===== src/rtl/core/float_hypotenuse_unit_macros.svh =====
// Assertion helpers; expect i_clk and i_rst_n in scope.
`ifndef FLOAT_HYPOTENUSE_UNIT_MACROS_SVH
`define FLOAT_HYPOTENUSE_UNIT_MACROS_SVH

// same-cycle implication
`define FHU_ASSERT_NOW(lbl, ante, cons, msg) \
    lbl: assert property (@(posedge i_clk) disable iff (!i_rst_n) (ante) |-> (cons)) \
        else $error(msg);

// next-cycle implication
`define FHU_ASSERT_NEXT(lbl, ante, cons, msg) \
    lbl: assert property (@(posedge i_clk) disable iff (!i_rst_n) (ante) |=> (cons)) \
        else $error(msg);

`endif


===== src/rtl/core/fhu_pkg.sv =====
package fhu_pkg;

    localparam logic [30:0] EXP_ALL  = 31'h7f800000;
    localparam logic [31:0] INF_BITS = 32'h7f800000;
    localparam logic [31:0] QNAN_BIT = 32'h00400000;
    localparam int          SQ_STEPS = 55;

    typedef struct packed {
        logic        spec;
        logic [31:0] val;
    } t_side;

    typedef struct packed {
        logic [53:0]        m;
        logic signed [11:0] e;
        t_side              side;
    } t_rad;

    typedef struct packed {
        logic [54:0]        q;
        logic               rnz;
        logic signed [11:0] e;
        t_side              side;
    } t_root;

    function automatic logic [4:0] lzc24(input logic [23:0] v);
        logic [4:0] cnt;
        cnt = 5'd0;
        for (int i = 0; i < 24; i++) begin
            if (v[i]) begin
                cnt = 5'(23 - i);
            end
        end
        return cnt;
    endfunction

endpackage


===== src/rtl/core/fhu_sumsq.sv =====
module fhu_sumsq import fhu_pkg::*; (
    input  logic        i_clk,
    input  logic        i_rst_n,
    input  logic        i_en,
    input  logic        i_valid,
    input  logic [31:0] i_x,
    input  logic [31:0] i_y,
    output logic        o_valid,
    output t_rad        o_rad
);

    function automatic logic [33:0] unpack(input logic [30:0] a);
        logic [23:0]       m;
        logic [4:0]        lz;
        logic signed [9:0] e;
        if (a[30:23] == 8'd0) begin
            m = {1'b0, a[22:0]};
            e = -10'sd149;
        end else begin
            m = {1'b1, a[22:0]};
            e = $signed({2'b00, a[30:23]}) - 10'sd150;
        end
        lz = lzc24(m);
        m  = m << lz;
        e  = e - $signed({5'b00000, lz});
        return {m, e};
    endfunction

    // stage 1: classify, unpack
    logic [30:0] ax, ay;
    logic        x_inf, y_inf, x_nan, y_nan;
    t_side       n1_side;
    logic [33:0] ux, uy;

    assign ax    = i_x[30:0];
    assign ay    = i_y[30:0];
    assign x_inf = (ax == EXP_ALL);
    assign y_inf = (ay == EXP_ALL);
    assign x_nan = (ax[30:23] == 8'hff) && !x_inf;
    assign y_nan = (ay[30:23] == 8'hff) && !y_inf;
    assign ux    = unpack(ax);
    assign uy    = unpack(ay);

    always_comb begin
        n1_side.spec = 1'b1;
        n1_side.val  = INF_BITS;
        if (x_inf || y_inf) begin
            n1_side.val = INF_BITS;
        end else if (x_nan) begin
            n1_side.val = i_x | QNAN_BIT;
        end else if (y_nan) begin
            n1_side.val = i_y | QNAN_BIT;
        end else if (ax == 31'd0) begin
            n1_side.val = {1'b0, ay};
        end else if (ay == 31'd0) begin
            n1_side.val = {1'b0, ax};
        end else begin
            n1_side.spec = 1'b0;
        end
    end

    logic [5:0]         r_v;
    t_side              r1_side, r2_side, r3_side, r4_side, r5_side;
    logic [23:0]        r1_ma, r1_mb;
    logic signed [9:0]  r1_ea, r1_eb;
    logic [47:0]        r2_pa, r2_pb;
    logic signed [11:0] r2_ea, r2_eb;
    logic [47:0]        r3_p1, r3_p2;
    logic signed [11:0] r3_e1;
    logic [5:0]         r3_d;
    logic [56:0]        r4_a, r4_b;
    logic signed [11:0] r4_e1;
    logic [57:0]        r5_s;
    logic signed [11:0] r5_e1;
    t_rad               r6_rad;

    // stage 3: normalize squares, order
    logic [47:0]        pan, pbn;
    logic signed [11:0] ean, ebn, e1, e2, d;
    logic               a_big;

    always_comb begin
        pan   = r2_pa[47] ? r2_pa : (r2_pa << 1);
        ean   = r2_pa[47] ? r2_ea : (r2_ea - 12'sd1);
        pbn   = r2_pb[47] ? r2_pb : (r2_pb << 1);
        ebn   = r2_pb[47] ? r2_eb : (r2_eb - 12'sd1);
        a_big = (ean > ebn) || ((ean == ebn) && (pan >= pbn));
        e1    = a_big ? ean : ebn;
        e2    = a_big ? ebn : ean;
        d     = e1 - e2;
    end

    // stage 4: align with sticky
    logic [56:0] bfull, bsh, bmask;
    logic        bst;

    always_comb begin
        bfull = {r3_p2, 9'd0};
        bsh   = bfull >> r3_d;
        bmask = (57'd1 << r3_d) - 57'd1;
        bst   = |(bfull & bmask);
    end

    // stage 6: round to 53 bits, make exponent even
    logic [52:0]        keep, m53;
    logic               g, st, inc;
    logic [53:0]        mr;
    logic signed [11:0] el, el2;

    always_comb begin
        if (r5_s[57]) begin
            keep = r5_s[57:5];
            g    = r5_s[4];
            st   = |r5_s[3:0];
            el   = r5_e1 - 12'sd4;
        end else begin
            keep = r5_s[56:4];
            g    = r5_s[3];
            st   = |r5_s[2:0];
            el   = r5_e1 - 12'sd5;
        end
        inc = g & (st | keep[0]);
        mr  = {1'b0, keep} + {53'd0, inc};
        if (mr[53]) begin
            m53 = mr[53:1];
            el2 = el + 12'sd1;
        end else begin
            m53 = mr[52:0];
            el2 = el;
        end
    end

    always_ff @(posedge i_clk) begin
        if (!i_rst_n) begin
            r_v <= '0;
        end else if (i_en) begin
            r_v <= {r_v[4:0], i_valid};
        end
    end

    always_ff @(posedge i_clk) begin
        if (i_en) begin
            r1_side <= n1_side;
            r1_ma   <= ux[33:10];
            r1_ea   <= $signed(ux[9:0]);
            r1_mb   <= uy[33:10];
            r1_eb   <= $signed(uy[9:0]);

            r2_side <= r1_side;
            r2_pa   <= 48'(r1_ma) * 48'(r1_ma);
            r2_pb   <= 48'(r1_mb) * 48'(r1_mb);
            r2_ea   <= $signed({r1_ea[9], r1_ea, 1'b0});
            r2_eb   <= $signed({r1_eb[9], r1_eb, 1'b0});

            r3_side <= r2_side;
            r3_p1   <= a_big ? pan : pbn;
            r3_p2   <= a_big ? pbn : pan;
            r3_e1   <= e1;
            r3_d    <= (d > 12'sd57) ? 6'd57 : d[5:0];

            r4_side <= r3_side;
            r4_a    <= {r3_p1, 9'd0};
            r4_b    <= bsh | {56'd0, bst};
            r4_e1   <= r3_e1;

            r5_side <= r4_side;
            r5_s    <= {1'b0, r4_a} + {1'b0, r4_b};
            r5_e1   <= r4_e1;

            r6_rad.side <= r5_side;
            r6_rad.m    <= el2[0] ? {m53, 1'b0} : {1'b0, m53};
            r6_rad.e    <= el2[0] ? (el2 - 12'sd1) : el2;
        end
    end

    assign o_valid = r_v[5];
    assign o_rad   = r6_rad;

endmodule


===== config.mk =====
export PLATFORM = sky130hd
export DESIGN_NAME = fhu_sumsq
export DESIGN_NICKNAME = d
export VERILOG_FILES = /design/src/rtl/core/float_hypotenuse_unit_macros.svh /design/src/rtl/core/fhu_pkg.sv /design/src/rtl/core/fhu_sumsq.sv
export SDC_FILE = /design/constraint.sdc
export NUM_CORES = 2
export LEC_CHECK = 0
export ABC_AREA = 0
export BUFFER_PORTS_ARGS = -buffer_cell sky130_fd_sc_hd__buf_4
export CAP_MARGIN = 20
export CORE_ASPECT_RATIO = 1.25
export CORE_UTILIZATION = 55
export DETAILED_ROUTE_END_ITERATION = 16
export PLACE_DENSITY = 0.8
export SYNTH_ARGS = -nofsm -noshare
export SYNTH_HDL_FRONTEND = slang
export SYNTH_SLANG_ARGS = --single-unit

===== constraint.sdc =====
create_clock -name i_clk -period 9.7 [get_ports i_clk]
set_clock_uncertainty 0.05 [all_clocks]
set_input_delay 0.485 -clock i_clk [delete_from_list [all_inputs] [get_ports i_clk]]
set_output_delay 0.485 -clock i_clk [all_outputs]
set_load 0.03 [all_outputs]

# After elaboration in Yosys (flattened, before gate mapping)
# Cells that the tools add are included.
[op_classes]
n_addsub = 14
mul = 2
order_cmp = 3
eq_ne = 5
shift = 4
muxes = 73
n_bitwise = 4
n_reduce_logical = 15
[ops]
columns = ["operator", "n"]
rows = [
  ["5-bit 2-to-1 mux", 48],
  ["48-bit 2-to-1 mux", 4],
  ["53-bit 2-to-1 mux", 3],
  ["24-bit by 24-bit multiplier with 48-bit output", 2],
  ["12-bit 2-to-1 mux", 7],
  ["32-bit 2-to-1 mux", 2],
  ["31-bit == test, second input constant", 2],
  ["31-bit logical NOT", 2],
  ["31-bit 2-to-1 mux", 2],
  ["57-bit by 57-bit adder with 58-bit output", 1],
  ["57-bit AND", 1],
  ["57-bit by 1-bit bitwise OR with 57-bit output", 1],
  ["57-bit OR reduction", 1],
  ["1-bit by 6-bit << shifter with 57-bit output, first input constant", 1],
  ["57-bit by 6-bit right shift with 57-bit output", 1],
  ["57-bit by 1-bit subtractor with 57-bit output, second input constant", 1],
  ["53-bit by 1-bit adder with 54-bit output", 1],
  ["48-bit greater-or-equal comparator", 1],
  ["24-bit 2-to-1 mux", 2],
  ["24-bit by 5-bit << shifter with 24-bit output", 2],
  ["11-bit by 2-bit subtractor with 12-bit output, second input constant", 2],
  ["12-bit by 4-bit subtractor with 12-bit output, second input constant", 2],
  ["10-bit 2-to-1 mux", 2],
  ["10-bit by 6-bit subtractor with 10-bit output", 2],
  ["other kinds (17)", 27],
]
[totals]
register_bits = 755
input_bits = 68
elab_cells = 155

# Depth between registers and ports, before layout
[logic_depth]
depth_word = 27
ltp_mapped = 30

# Worst setup path before layout
# OpenSTA, ideal clock, no wires.
[synth_path]
path_type = "flip-flop to flip-flop"
from = "reg r1_ma[2]"
to = "reg r2_pa[47], data pin"
setup_time_ns = 0.259
arrival_ns = 7.439
required_ns = 9.391
path_slack_ns = 1.952
stages_incl_launch_ff = 31
path_buffers = 1
period_less_slack_ns = 7.748
cell_sequence = "edfxtp_1 > clkbuf_1 > nand2_1 > fa_1 > inv_1 > fa_1 > inv_1 > fa_1 > inv_1 > fa_1 > inv_1 > fa_1 > inv_1 > fa_1 > inv_1 > fa_1 > inv_1 > ha_1 > a21o_1 > a21oi_1 > nor2b_1 > o21ai_0 > a21oi_1 > o21ai_0 > o311ai_1 > a2111oi_0 > nor2_1 > or4b_1 > a31oi_1 > o21ai_1 > xnor2_1"
[synth_between]
elab_chain_len = 1
[synth_lines]
columns = ["item", "line", "text"]
rows = [
  ["start: declaration", "fhu_sumsq.sv:64", "logic [23:0] r1_ma, r1_mb;"],
  ["start signal: assignment", "fhu_sumsq.sv:144", "r1_ma <= ux[33:10];"],
  ["24-bit by 24-bit multiplier with 48-bit output", "fhu_sumsq.sv:150", "r2_pa <= 48'(r1_ma) * 48'(r1_ma);"],
  ["end signal: assignment", "fhu_sumsq.sv:150", ""],
  ["end: declaration", "fhu_sumsq.sv:66", "logic [47:0] r2_pa, r2_pb;"],
]
# No other way between the ends.
# A chain may end at the register's enable or synchronous reset.

# Worst setup path after layout
[layout_path]
from = "reg r1_ma[9]"
to = "reg r2_pa[47], data pin"
# The elaborated chain is that of the path after synthesis.

==> impl_metrics.py <==
metrics = {
    "critical_path": {
        "worstPathMaxFanout": 22,
        "critPathLaunchType": "flop",
        "required_ns": 10.06,
        "max_stage_delay_ns": 1.00,
        "path_class": "flop to flop",
        "endpoint": "r2_pa[47]",
        "reg2reg_depth": 29,
        "cp_slowest_cell": "edfxtp_1",
        "crit_arrival_ns": 9.21,
        "startpoint": "r1_ma[9]",
        "r2r_start": "r1_ma[9]",
        "r2r_slack_ns": 0.85,
        "critPathCaptureType": "flop",
        "r2r_end": "r2_pa[47]",
    },
    "floorplanning": {
        "fp.dieArea_sq_mm": 0.134,
        "io_pins": 168,
        "initial_utilization": 0.557,
        "die_h_microns": 409,
        "core_sq_mm": 0.131,
        "rows": 148,
        "die_w_microns": 327,
    },
    "drt": {
        "wl_per_cell_microns": 20.0,
        "drtIter0Drc": 4195,
        "finalWirelength_microns": 179000,
        "via_per_inst": 5.73,
        "ant_nets": 0,
        "drt_first_pass_iters": 9,
        "drc": 0,
        "dr_total_vias": 51200,
    },
    "grt": {
        "grt-ovfl-total": 0,
        "grt_use_total": 0.271,
        "grt_pass1_wl_microns": 284000,
        "grt_max_degree": 190,
        "antenna_found_initial": 3,
        "grt_pass1_vias": 53900,
    },
    "clock_tree": {
        "cts_tree": "yes",
        "cts_buffer_depth": 3,
        "h-tree-depth": 3,
        "cts_setup_buffers": 0,
        "cts_buffers": 73,
        "clock_sinks": 753,
        "cts-root-buf": "clkbuf_16",
        "clk_pin_slew_worst_paths_ns": 0.06,
        "worstSkewPairLatency_ns": 0.71,
    },
    "logic_synthesis": {
        "ys_seq_area_frac": 0.310,
        "ys_async_sr_fraction": 0,
        "synth_cell_type_count": 98,
        "synth_most_common_cell": "inv_1",
        "synth_edf_count": 747,
        "synth.cell_area_sq_mm": 0.0728,
        "ys_ff_latch": 753,
        "ys_warn_count": 0,
        "syn_area_per_cell_sq_um": 10.2,
        "yosysTopAreaCellShare": 0.308,
        "syn-instance-count": 7117,
        "synthTopCellsByArea": "edfxtp_1, fa_1, ha_1, inv_1, mux2i_1",
        "yosys-top-cells-count": "inv_1, fa_1, edfxtp_1",
        "yosysTopAreaCell": "edfxtp_1",
        "synth_ff_type": "edfxtp_1",
    },
    "layout": {
        "final_nets": 8552,
        "syn_to_final_growth_pct": 7.63,
        "design_area_sq_mm": 0.0783,
        "diodes": 0,
        "drive_above_1_share": 0.0644,
        "utilization": 0.599,
    },
    "sta": {
        "rsz0062_at_grt": "false",
        "period_share": 0.913,
        "tightest_slew_ns": 1.20,
        "post-route-min-period_ns": 8.85,
        "fmax_ghz": 0.113,
        "setup_viol": 0,
        "setup-tns-final_ns": 0,
        "slew_headroom": 0.199,
        "finalHoldViolCount": 0,
        "drv_slew": 0,
    },
    "placement": {
        "gp_congestion": 0.973,
        "placed_area_sq_mm": 0.0757,
        "dp_hpwl_microns": 142000,
        "io_buffer_count": 167,
    },
    "status": {
        "status": "finished, final reports clean",
    },
    "worst_hold_path": {
        "hold_class": "primary input to flop",
    },
    "job": {
        "maxCapViolCount": 0,
    },
}
==> layout by cell type, fill, tap and decap left out, types with 12 or more instances in the layout <==
cell / n
nand2b_1: 50
mux2i_1: 291
nor4_1: 28
or2_2: 13
o21ai_0: 190
xor2_1: 113
nor2b_1: 74
mux4_2: 33
o221ai_1: 12
o21bai_1: 27
a211oi_1: 27
inv_1: 1308
fa_1: 845
buf_4: 227
and2_1: 263
a21oi_1: 355
xnor2_1: 166
edfxtp_1: 747
a31oi_1: 22
o21a_1: 33
o211ai_1: 20
or3_1: 12
ha_1: 481
clkbuf_16: 73
a21o_1: 90
nand4_1: 33
a22oi_1: 29
o31ai_1: 24
mux2_2: 40
o22ai_1: 28
nand2_1: 644
nand3_1: 91
o21ai_1: 24
nor3_1: 80
clkinv_1: 12
a21boi_0: 13
and3_1: 38
nor2_1: 437
==> cell families after synthesis <==
group	count (synthesis)	synth area share
simple gates	1810	0.117
buf+inv	1587	0.0821
fa+ha+maj	1327	0.315
compound gates	988	0.0839
flops	753	0.310
mux	368	0.0573
xor+xnor	282	0.0341
other cells	2	0.000103
==> critical path: cells and delay by family, from the launching register on <==
kind / cells / cell delay (ns)
xor+xnor: 1 / 0.14
compound gates: 9 / 2.15
flops: 1 / 1.00
simple gates: 4 / 1.06
buf+inv: 7 / 0.36
fa+ha+maj: 8 / 3.82
==> per-layer routing <==
layer	wire length, microns	share of wire	global-route usage	vias to the layer above
li1	-	-	-	23400
met1	65000	0.36	0.315	25300
met2	91600	0.51	0.486	1993
met3	11300	0.063	0.0287	544
met4	10900	0.061	0.154	4
met5	24	0.00013	0	-
==> final cells by class <==
class	count	area [sq um]
flip-flops and latches	753	22600
multi-input cells	4778	44300
clock inverters	52	672
well taps	1725	2160
repair buffers	237	1870
fillers	10600	52400
inverters	1315	4940
clock buffers	80	1850
==> registers in the layout (all words and copies together), names as in the netlist, 12 cells and up <==
| register | count |
|---|---|
| o_rad | 99 |
| r5_s | 58 |
| r4_b | 57 |
| r3_p1 | 48 |
| r3_p2 | 48 |
| r4_a | 48 |
| r2_pa | 47 |
| r2_pb | 47 |
| r1_side | 33 |
| r2_side | 33 |
| r3_side | 33 |
| r4_side | 33 |
| r5_side | 33 |
| r1_ma | 24 |
| r1_mb | 24 |
| r3_e1 | 12 |
| r4_e1 | 12 |
| r5_e1 | 12 |
==> metrics by stage <==
| step | setup slack, ns | std cells | hold slack (ns) |
|---|---|---|---|
| floorplan | 1.95 | 7118 | 0.350 |
| global route | 0.472 | 8940 | 0.0337 |
| finish | 0.845 | 8940 | 0.0643 |
| detailed placement | 1.02 | 8802 | 0.355 |
| CTS | 0.945 | 8936 | 0.00754 |
| global placement | 1.11 | 8801 | 0.350 |
==> how the worst min path moves through the flow <==
stage	startpoint	to	slack, ns	cells past startpoint
6_report	i_y[30]	r1_eb[9]	0.06	2
5_1_grt	i_y[30]	r1_eb[9]	0.03	2
4_1_cts	i_y[30]	r1_eb[9]	0.008	2
3_5_place_dp	r5_side[20]	o_rad[20]	0.35	0
3_3_place_gp	r3_side[17]	r4_side[17]	0.35	0
2_1_floorplan	r5_side[0]	o_rad[0]	0.35	0
==> timing repair <==
action / in CTS / in global routing
endpoints found under the hold margin: 5 / 0
endpoints found under the setup margin: 0 / 0
hold buffers: 2 / 0
gates resized for setup: 0 / 0
Power is left out: the tool's default activity adds up to more than one toggle a clock period on the data nets, which glitch-free logic cannot reach.
