$ cat config.mk
export PLATFORM = sky130hd
export DESIGN_NAME = fhu_pack
export DESIGN_NICKNAME = d
export VERILOG_FILES = /design/src/rtl/core/float_hypotenuse_unit_macros.svh /design/src/rtl/core/fhu_pkg.sv /design/src/rtl/core/fhu_pack.sv
export SDC_FILE = /design/constraint.sdc
export NUM_CORES = 1
export LEC_CHECK = 0
export CAP_MARGIN = 10
export CORE_ASPECT_RATIO = 1.25
export CORE_MARGIN = 1.5
export CORE_UTILIZATION = 57
export DETAILED_ROUTE_END_ITERATION = 10
export DONT_BUFFER_PORTS = 1
export GPL_TIMING_DRIVEN = 0
export PLACE_DENSITY = 0.76
export SETUP_SLACK_MARGIN = 0.1
export SYNTH_ARGS = -nofsm -noshare
export SYNTH_HDL_FRONTEND = slang
export SYNTH_SLANG_ARGS = --single-unit
$ cat constraint.sdc
create_clock -name i_clk -period 8.1 [get_ports i_clk]
set_input_delay 1.215 -clock i_clk [delete_from_list [all_inputs] [get_ports i_clk]]
set_output_delay 1.215 -clock i_clk [all_outputs]
set_load 0.02 [all_outputs]
$ cat src/rtl/core/float_hypotenuse_unit_macros.svh
// Assertion helpers; expect i_clk and i_rst_n in scope.
`ifndef FLOAT_HYPOTENUSE_UNIT_MACROS_SVH
`define FLOAT_HYPOTENUSE_UNIT_MACROS_SVH

// same-cycle implication
`define FHU_ASSERT_NOW(lbl, ante, cons, msg) \
    lbl: assert property (@(posedge i_clk) disable iff (!i_rst_n) (ante) |-> (cons)) \
        else $error(msg);

// next-cycle implication
`define FHU_ASSERT_NEXT(lbl, ante, cons, msg) \
    lbl: assert property (@(posedge i_clk) disable iff (!i_rst_n) (ante) |=> (cons)) \
        else $error(msg);

`endif

$ cat src/rtl/core/fhu_pkg.sv
package fhu_pkg;

    localparam logic [30:0] EXP_ALL  = 31'h7f800000;
    localparam logic [31:0] INF_BITS = 32'h7f800000;
    localparam logic [31:0] QNAN_BIT = 32'h00400000;
    localparam int          SQ_STEPS = 55;

    typedef struct packed {
        logic        spec;
        logic [31:0] val;
    } t_side;

    typedef struct packed {
        logic [53:0]        m;
        logic signed [11:0] e;
        t_side              side;
    } t_rad;

    typedef struct packed {
        logic [54:0]        q;
        logic               rnz;
        logic signed [11:0] e;
        t_side              side;
    } t_root;

    function automatic logic [4:0] lzc24(input logic [23:0] v);
        logic [4:0] cnt;
        cnt = 5'd0;
        for (int i = 0; i < 24; i++) begin
            if (v[i]) begin
                cnt = 5'(23 - i);
            end
        end
        return cnt;
    endfunction

endpackage

$ cat src/rtl/core/fhu_pack.sv
module fhu_pack import fhu_pkg::*; (
    input  logic        i_clk,
    input  logic        i_rst_n,
    input  logic        i_en,
    input  logic        i_valid,
    input  t_root       i_root,
    output logic        o_valid,
    output logic [31:0] o_bits
);

    logic [2:0]         r_v;
    t_side              r1_side, r2_side;
    logic [52:0]        r1_mant;
    logic signed [11:0] r1_e2;
    logic [23:0]        r2_q;
    logic               r2_g, r2_st, r2_norm, r2_ovf;
    logic [7:0]         r2_exp;
    logic [31:0]        r3_bits;

    // P1: round root to 53 bits
    logic [52:0]        mant;
    logic [53:0]        mr;
    logic               inc1;
    logic signed [11:0] e2;

    always_comb begin
        mant = i_root.q[54:2];
        inc1 = i_root.q[1] & (i_root.q[0] | i_root.rnz | mant[0]);
        mr   = {1'b0, mant} + {53'd0, inc1};
        e2   = (i_root.e >>> 1) - 12'sd26;
    end

    // P2: shift to single quantum
    logic signed [11:0] un, shs;
    logic               norm, ovf;
    logic [5:0]         sh, shg;
    logic [63:0]        mx, qx;

    always_comb begin
        un   = r1_e2 + 12'sd52;
        ovf  = (un > 12'sd127);
        norm = (un >= -12'sd126);
        shs  = -12'sd149 - r1_e2;
        if (norm) begin
            sh = 6'd29;
        end else if (shs > 12'sd63) begin
            sh = 6'd63;
        end else begin
            sh = shs[5:0];
        end
        shg = sh - 6'd1;
        mx  = {11'd0, r1_mant};
        qx  = mx >> sh;
    end

    // P3: round and pack
    logic [24:0] qq;
    logic [31:0] bits;

    always_comb begin
        qq = {1'b0, r2_q} + {24'd0, r2_g & (r2_st | r2_q[0])};
        if (r2_norm) begin
            bits = {1'b0, r2_exp, 23'd0} + {7'd0, qq};
        end else begin
            bits = {7'd0, qq};
        end
        if (r2_ovf || bits >= INF_BITS) begin
            bits = INF_BITS;
        end
        if (r2_side.spec) begin
            bits = r2_side.val;
        end
    end

    always_ff @(posedge i_clk) begin
        if (!i_rst_n) begin
            r_v <= '0;
        end else if (i_en) begin
            r_v <= {r_v[1:0], i_valid};
        end
    end

    always_ff @(posedge i_clk) begin
        if (i_en) begin
            r1_side <= i_root.side;
            r1_mant <= mr[53] ? mr[53:1] : mr[52:0];
            r1_e2   <= mr[53] ? (e2 + 12'sd1) : e2;

            r2_side <= r1_side;
            r2_q    <= qx[23:0];
            r2_g    <= mx[shg];
            r2_st   <= |(mx & ((64'd1 << shg) - 64'd1));
            r2_norm <= norm;
            r2_ovf  <= ovf;
            r2_exp  <= 8'(un + 12'sd126);

            r3_bits <= bits;
        end
    end

    assign o_valid = r_v[2];
    assign o_bits  = r3_bits;

endmodule

== Word level (Yosys, flattened, before mapping) ==
Cells that the tools add are included.

* Register bits after elaboration: 202
* Word-level logic and storage cells: 49
* Input port bits: 105
* Output and inout bits: 33

* Shift-type cells: 2
* Multiplexer cells: 9
* $add $sub $neg: 10
* Reduce and logical (&&, ||, !) cells: 2
* Bitwise operators: 6
* Order comparisons: 5

{| class="wikitable"
|+ Operators with widths
! operator !! count
|-
| $mux W32 || 3
|-
| $and A53 B64 Y64 || 1
|-
| $reduce_or A64 Y1 || 1
|-
| $shl A1 B6 Y64 const A || 1
|-
| $sub A64 B1 Y64 const B || 1
|-
| $add A53 B1 Y54 || 1
|-
| $shr A53 B6 Y24 || 1
|-
| $mux W52 || 1
|-
| $add A31 B25 Y32 || 1
|-
| $ge A32 B31 Y1 const B || 1
|-
| $add A24 B1 Y25 || 1
|-
| $add A12 B2 Y12 const B || 1
|-
| $add A12 B7 Y12 const B || 1
|-
| $ge A12 B8 Y1 const B || 1
|-
| $gt A12 B7 Y1 const B || 1
|-
| $gt A12 B8 Y1 const B || 1
|-
| $mux W12 || 1
|-
| $mux W6 || 2
|-
| $sub A11 B6 Y12 const B || 1
|-
| $sub A9 B12 Y12 const A || 1
|-
| $add A8 B8 Y8 const B || 1
|-
| $lt A6 B7 Y1 const B || 1
|-
| $bmux W1 S6 || 1
|-
| $sub A6 B1 Y6 const B || 1
|-
| 4 further kinds || 7
|}

== Depth between registers and ports, before layout ==
Gate-level depths: netlist of the first run.

* Depth after elaboration: 9
* Depth in mapped cells: 31
* Depth with buffers taken out: 25

== Worst setup path after synthesis of the first run ==
No wires, ideal clock.

* Kind: reg-to-reg
* Start: reg r1_e2[2]
* End: reg r2_st (data pin)
* Period minus slack after synthesis: 6.703 ns
* Buffers on the path: 7
* Slack: 1.397 ns
* Cell stages (with the launch flop): 32
* Arrival time: 6.431 ns
* Required time: 7.828 ns
* Setup time: 0.272 ns
* Path through: edfxtp_1 buf_2 buf_1 inv_1 ha_1 buf_2 nand3b_1 nand3_1 a31o_2 a31oi_4 inv_2 a21oi_1 clkinv_1 buf_2 buf_2 ha_1 or3b_1 clkbuf_1 nor2_1 nand2b_1 a41oi_2 nor2_2 nand3_1 ha_1 o41ai_2 buf_4 a221oi_1 nand2_1 xnor2_1 a211oi_1 nand4_1 or4_1

* Elaborated cells on any way between the ends: 11
* Classes of those cells: add/sub (4); order compare (2); shift (1); mux (2); bitwise (1); reduce/logical (1)

{| class="wikitable"
|+ RTL lines
! what !! line !! RTL
|-
| from (decl) || fhu_pack.sv:14 || <nowiki>logic signed [11:0] r1_e2;</nowiki>
|-
| from (signal assigned) || fhu_pack.sv:87 || <nowiki>r1_e2 <= mr[53] ? (e2 + 12'sd1) : e2;</nowiki>
|-
| $add A12 B7 Y12 || fhu_pack.sv:40 || <nowiki>un = r1_e2 + 12'sd52;</nowiki>
|-
| $ge A12 B8 Y1 || fhu_pack.sv:42 || <nowiki>norm = (un >= -12'sd126);</nowiki>
|-
| net norm || fhu_pack.sv:35 || <nowiki>logic norm, ovf;</nowiki>
|-
| $mux W6 || fhu_pack.sv:44 || <nowiki>if (norm) begin</nowiki>
|-
| $sub A6 B1 Y6 || fhu_pack.sv:51 || <nowiki>shg = sh - 6'd1;</nowiki>
|-
| $shl A1 B6 Y64 || fhu_pack.sv:92 || <nowiki>r2_st <= |(mx & ((64'd1 << shg) - 64'd1));</nowiki>
|-
| $sub A64 B1 Y64 || fhu_pack.sv:92 ||
|-
| $and A53 B64 Y64 || fhu_pack.sv:92 ||
|-
| $reduce_or A64 Y1 || fhu_pack.sv:92 ||
|-
| to (signal assigned) || fhu_pack.sv:92 ||
|-
| to (decl) || fhu_pack.sv:16 || <nowiki>logic r2_g, r2_st, r2_norm, r2_ovf;</nowiki>
|}

The timed path passes the listed nets, and every way through them passes these cells.
A chain may end at the register's enable or synchronous reset.

== Final worst setup path of the first run ==
Ends and elaborated chain as after synthesis.

==> flow_metrics.py, run 1 <==
metrics = {
    "synthesis": {
        "synth_seq_cells": 202,
        "synth_seq_area_share_pct": 40.9,
        "ys_async_sr_fraction_pct": 0,
        "yosysMostFrequentCell": "edfxtp_1",
        "synth_cell_types": 98,
        "ys_warn_count": 0,
        "synth_top_area_share_pct": 40.4,
        "syn_inst": 1527,
        "synthesis.nets": 1654,
        "synth.largest_area_cell": "edfxtp_1",
        "synthTopCellsByCount": "edfxtp_1 (199), nand2_1 (189), nor2_1 (122), mux2i_1 (97), o21ai_0 (95)",
        "netlist_area_um2": 14800,
        "synthFlopType": "edfxtp_1",
        "synth.area.top_cells": "edfxtp_1 (40%), mux2i_1 (6.6%), nand2_1 (4.8%), xor2_1 (4.2%), o21ai_0 (3.2%)",
        "synth_edf_count": 199,
        "avgSynthCellArea_um2": 9.68,
    },
    "min_path": {
        "hold_class": "reg -> reg",
    },
    "floorplanning": {
        "io_pins": 138,
        "core_um2": 25400,
        "initial_core_util_pct": 58.2,
        "rows": 65,
        "die-area_um2": 26900,
        "die_h_um": 183,
        "die_w_um": 147,
    },
    "sta": {
        "rsz0062_at_grt": "false",
        "finalSetupViolCount": 0,
        "period_needed_ns": 7.75,
        "max_freq_mhz": 129,
        "period_share_pct": 95.7,
        "finalSetupTns_ns": 0,
        "fin_worst_skew_ns": 0.00850,
        "drv_slew": 0,
        "final.setup.worst_slack_ns": 0.345,
        "final_hold_viol_count": 0,
        "relSlewSlack_pct": 20.3,
        "worst_pin_slew_ns": 1.19,
    },
    "placement": {
        "gp_congestion": 1.07,
        "pre_cts_slack_ns": -1.15,
        "port_buffers": 0,
        "hpwlAfterDp_mm": 41.7,
    },
    "clock_network": {
        "cts_hold_buf": 0,
        "clkSinkCount": 202,
        "cts_tree": "yes",
        "clock_path_buffers": 3,
        "cts_root_buffer": "clkbuf_16",
        "cts_made_buffers": 20,
        "cts_max_level": 1,
        "insertion_delay_ns": 0.51,
        "clk_pin_slew_ns": 0.07,
    },
    "critical_path": {
        "critPathMaxFanout": 11,
        "worstSetupStartpoint": "r1_e2[2]$_DFFE_PP_",
        "cp-start-kind": "flop",
        "reg2reg_from": "r1_e2[2]$_DFFE_PP_",
        "r2r_slack_ns": 0.35,
        "r2r_end": "r2_st$_DFFE_PP_",
        "required_ns": 8.33,
        "arrival_ns": 7.98,
        "endpoint": "r2_st$_DFFE_PP_",
        "path_class": "reg -> reg",
        "rr_worst_depth": 27,
        "crit_path_end_kind": "flop",
    },
    "detailed_routing": {
        "vias": 13500,
        "routedWlPerCell_um": 29.2,
        "drt_iter0_markers": 1698,
        "antenna_left": 0,
        "post_drt_via_cell_ratio": 7.08,
        "drt-pass1-iter-count": 6,
        "routed_wl_mm": 55.7,
        "drc_errors": 0,
    },
    "finish": {
        "syn_to_final_growth_pct": 8.88,
        "fin_nets": 1685,
        "final_core_util_pct": 63.4,
        "drive_gt1_share_pct": 11.1,
        "antenna_cells": 0,
    },
    "global_route": {
        "grt_pass1_wl_mm": 82.1,
        "antenna_found_initial": 0,
        "grt_pass1_vias": 13200,
        "grtUsageTotal_pct": 40.9,
        "grt_max_degree": 203,
        "overflow": 0,
    },
    "power_and_ir_drop": {
        "ir_drop_mv": 0.182,
        "p_per_area_nw_per_um2": 225,
        "p_total_uw": 3610,
        "p_leak_uw": 0.00586,
    },
    "flow_run": {
        "cap_viol_max_count": 0,
    },
    "run_status": {
        "status": "completed",
    },
}
cell families after synthesis:
logic type	after synthesis	share of synthesized area, %
muxes	148	11.8
buffers and inverters	119	3.41
xor gates and xnor gates	124	7.45
AOI/OAI and AO/OA	349	16.2
adders and majority gates	22	1.91
and+or+nand+nor	563	18.3
DFF	202	40.9
power by group:
part	switching (uW)	leakage (uW)	total [uW]	internal [uW]
logic	775	0.00353	1190	418
registers	136	0.00199	1420	1280
clock network	425	0.000345	1000	576
total	1340	0.00586	3610	2280
placed cells by master (no fill, tap or decap), drive strengths merged, types with 7 or more instances in the layout:
master and count:
and2 18, mux4 18, a31oi 14, o31ai 9, mux2i 97, inv 35, a221oi 8, nor4 15
nand2b 7, nor3 30, nand3 70, o22ai 13, o21ai 97, a21oi 78, o211ai 9, clkbuf 74
a211oi 17, a2bb2oi 8, or3 12, nand2 189, xnor2 53, ha 21, and3 20, clkinv 10
edfxtp 199, a22oi 9, mux2 33, nor2b 16, buf 41, nor2 126, o21a 8, and4 11
xor2 71, nand4 31
flip-flops by register name (all words and copies together) (netlist names):
register	count
r2_norm	1
r_v	3
r1_side	33
r2_exp	8
r1_mant	53
r2_st	1
r2_q	24
r2_g	1
o_bits	32
r2_ovf	1
r1_e2	12
r2_side	33
through the flow:
stage | cell area (um2) | instances | hold WS, ns
4_1_cts | 16000 | 1903 | 0.420
3_3_place_gp | 15200 | 1862 | 0.401
5_1_grt | 16100 | 1907 | 0.420
2_1_floorplan | 14800 | 1527 | 0.400
6_report | 16100 | 1907 | 0.417
3_5_place_dp | 15200 | 1862 | 0.405
per-layer routing:
layer	GRT usage [%]	up-vias	part of all wire [%]
met1	48.8	6427	35
met5	0	-	0
met4	25.3	0	7.4
met2	69.8	1025	48
met3	6.00	248	9.4
li1	-	5811	-
critical path, stage by stage (launching register included):
cell      delay (ns)
edfxtp_1        0.47
clkbuf_4        0.27
clkbuf_4        0.24
inv_1           0.14
ha_1            0.31
buf_2           0.17
nand3b_1        0.12
nand3_1         0.13
a31o_2          0.31
a31oi_4         0.24
inv_4           0.15
a21oi_4         0.23
clkinv_1        0.18
buf_2           0.25
clkbuf_4        0.26
ha_1            0.29
ha_1            0.29
or3_1           0.44
or2_1           0.24
clkbuf_1        0.28
nor2_4          0.24
o21ai_0         0.18
a32o_1          0.36
nor2_1          0.26
xnor2_1         0.20
a221o_1         0.38
a221o_1         0.25
or4_1           0.56
worst min path at each step:
stage,to,start,depth (start not counted)
detailed placement,r2_side[17]$_DFFE_PP_,r1_side[17]$_DFFE_PP_,0
global route,r2_side[29]$_DFFE_PP_,r1_side[29]$_DFFE_PP_,0
global placement,r2_side[27]$_DFFE_PP_,r1_side[27]$_DFFE_PP_,0
CTS,r2_side[28]$_DFFE_PP_,r1_side[28]$_DFFE_PP_,0
finish,r2_side[13]$_DFFE_PP_,r1_side[13]$_DFFE_PP_,0
floorplan,r2_side[0]$_DFFE_PP_,r1_side[0]$_DFFE_PP_,0
repair_timing:
item / in CTS / in global routing
resized for setup: 16 / 13
hold endpoints to repair: 0 / 0
endpoints found under the setup margin: 1 / 1
setup buffers: 5 / 5
pin swaps: 4 / 2
cloned: 0 / 0
final cells by class:
type	count	area [um2]
Buffer	84	388
Clock buffer	21	526
Clock inverter	15	174
Fill cell	2007	9290
Inverter	34	130
Multi-Input combinational cell	1206	8340
Sequential cell	202	6040
Tap cell	335	419
Timing Repair Buffer	10	75.1
No activity file was read; power rests on OpenSTA's default activity.
==> inputs of run 2 (changes only) <==
PLACE_DENSITY = 0.72   (was 0.76)
==> run 2 against run 1 <==
Against the previous run: wire length shrank 7.6%; global-route usage fell by 3.1 points; final cell count down 0.10%; core utilization shrank 0.34 points; via count down 2.8%; power down 2.1%; combinational power about the same; design area down 0.54%; sequential power barely moved; flip-flop and latch count unchanged; critical path depth is the same; clock-buffer cell count rose by 2; highest routed layer unchanged.
==> flow_metrics.py, run 2 (same netlist as run 1, synthesis figures left out) <==
metrics = {
    "finish": {
        "nFillCells": 2131,
        "syn_to_final_growth_pct": 8.29,
        "layout_common_cells": "edfxtp_1 (199), nand2_1 (189), nor2_1 (119)",
        "fin_nets": 1684,
        "top_register": "r1_mant",
        "largest_reg_flops": 53,
        "drive_gt1_share_pct": 10.9,
        "largest_registers": "r1_mant x53, r1_side x33, r2_side x33",
        "antenna_cells": 0,
        "final_common_cell": "edfxtp_1",
    },
    "global_route": {
        "overflow": 0,
        "antenna_found_initial": 0,
        "grt_pass1_wl_mm": 76.8,
        "grtUsageTotal_pct": 37.8,
        "grt_pass1_vias": 13100,
        "grt_max_degree": 203,
    },
    "detailed_routing": {
        "routedWlPerCell_um": 27.0,
        "drt-pass1-iter-count": 6,
        "vias": 13100,
        "drc_errors": 0,
        "post_drt_via_cell_ratio": 6.89,
        "routed_wl_mm": 51.5,
        "antenna_left": 0,
        "drt_iter0_markers": 1659,
    },
    "critical_path": {
        "cp-start-kind": "flop",
        "r2r_end": "r2_st$_DFFE_PP_",
        "critical_path.max_stage_delay_ns": 0.59,
        "rr_worst_depth": 27,
        "reg2reg_from": "r1_e2[2]$_DFFE_PP_",
        "arrival_ns": 8.01,
        "cp_common_cell": "buf_2",
        "critPathSlowestCell": "or4_1",
        "r2r_slack_ns": 0.31,
        "required_ns": 8.32,
        "critPathMaxFanout": 11,
        "crit_path_end_kind": "flop",
        "path_class": "reg -> reg",
    },
    "sta": {
        "final_hold_viol_count": 0,
        "fin_worst_skew_ns": 0.0150,
        "relSlewSlack_pct": 32.7,
        "rsz0062_at_grt": "false",
        "final.setup.worst_slack_ns": 0.311,
        "finalSetupViolCount": 0,
        "worst_pin_slew_ns": 1.01,
        "finalSetupTns_ns": 0,
        "period_needed_ns": 7.79,
        "max_freq_mhz": 128,
        "period_share_pct": 96.2,
        "drv_slew": 0,
    },
    "power_and_ir_drop": {
        "p_leak_uw": 0.00583,
        "p_comb_share_pct": 32.8,
        "clkPwrFrac_pct": 27.4,
        "sw_frac_of_total_pct": 36.0,
        "p_switching_uw": 1270,
        "ir_drop_mv": 0.146,
        "p_per_area_nw_per_um2": 221,
        "p_int_uw": 2260,
        "pwr-share-seq_pct": 39.8,
    },
    "placement": {
        "port_buffers": 0,
        "gp_congestion": 1.08,
        "hpwlAfterDp_mm": 38.6,
        "pre_cts_slack_ns": -1.07,
    },
    "clock_network": {
        "insertion_delay_ns": 0.52,
        "clkSinkCount": 202,
        "cts_tree": "yes",
        "cts_made_buffers": 21,
        "clock_path_buffers": 3,
        "cts_root_buffer": "clkbuf_16",
        "cts_hold_buf": 0,
        "cts_max_level": 1,
        "clk_pin_slew_ns": 0.06,
    },
    "floorplanning": {
        "initial_core_util_pct": 58.2,
        "die_w_um": 147,
        "die-area_um2": 26900,
        "io_pins": 138,
        "die_h_um": 183,
        "rows": 65,
        "core_um2": 25400,
    },
    "run_status": {
        "status": "completed",
    },
    "min_path": {
        "min_from": "r1_side[18]$_DFFE_PP_",
        "hold_end": "r2_side[18]$_DFFE_PP_",
        "hold_depth": 0,
        "hold_class": "reg -> reg",
    },
    "flow_run": {
        "cap_viol_max_count": 0,
    },
}
## run 2: worst max path at each step
stage,depth (start not counted),end,from
finish,27,r2_st$_DFFE_PP_,r1_e2[2]$_DFFE_PP_
detailed placement,31,r2_st$_DFFE_PP_,r1_e2[2]$_DFFE_PP_
global placement,27,r2_st$_DFFE_PP_,r1_e2[2]$_DFFE_PP_
floorplan,31,r2_st$_DFFE_PP_,r1_e2[2]$_DFFE_PP_
global route,27,r2_st$_DFFE_PP_,r1_e2[2]$_DFFE_PP_
CTS,28,r2_st$_DFFE_PP_,r1_e2[2]$_DFFE_PP_
## run 2: critical path, delay by kind of cell, from the launching register on
| family | cells | cell delay [ns] |
|---|---|---|
| DFF | 1 | 0.47 |
| and+or+nand+nor | 7 | 2.11 |
| AOI/OAI and AO/OA | 7 | 1.86 |
| xor gates and xnor gates | 1 | 0.13 |
| adders and majority gates | 3 | 0.88 |
| buffers and inverters | 9 | 2.04 |
## run 2: layer usage
metal  vias up  part of all wire [%]  GRT usage, %
li1       5800                     -             -
met1      6245                    36          44.1
met2       857                    47          65.2
met3       232                   8.2          4.80
met4         0                   8.1          25.9
met5         -                     0             0
## run 2: power by group through the flow
stage                     Combinational, uW  Sequential, uW  Clock [uW]
final                                  1160            1410         970
after global routing                   1220            1410        1010
after CTS                              1110            1400         978
after detailed placement               1090            1420           0
after global placement                 1080            1410           0
after floorplan                         775            1370           0
## run 2: timing repair
item	4_1_cts	5_1_grt
gates resized for setup	15	6
endpoints found under the setup margin	1	1
pin swaps	3	1
setup buffers	3	4
## run 2: area by class of cell
class                           count  area (um2)  area share, %
Clock inverter                     13         145          0.907
Multi-Input combinational cell   1206        8300           51.9
Tap cell                          335         419           2.62
Clock buffer                       23         533           3.33
Timing Repair Buffer                8        57.6          0.360
Sequential cell                   202        6040           37.7
Inverter                           34         128          0.798
Buffer                             84         383           2.39
## run 2: through the flow
stage	total power [uW]	instance area [um2]	std cells	hold slack, ns	util, %
2_1_floorplan	2140	14800	1527	0.400	-
3_3_place_gp	2500	15200	1862	0.401	59.9
3_5_place_dp	2500	15200	1863	0.405	59.9
4_1_cts	3480	16000	1901	0.414	62.9
5_1_grt	3640	16000	1905	0.417	63.1
6_report	3540	16000	1905	0.412	63.1
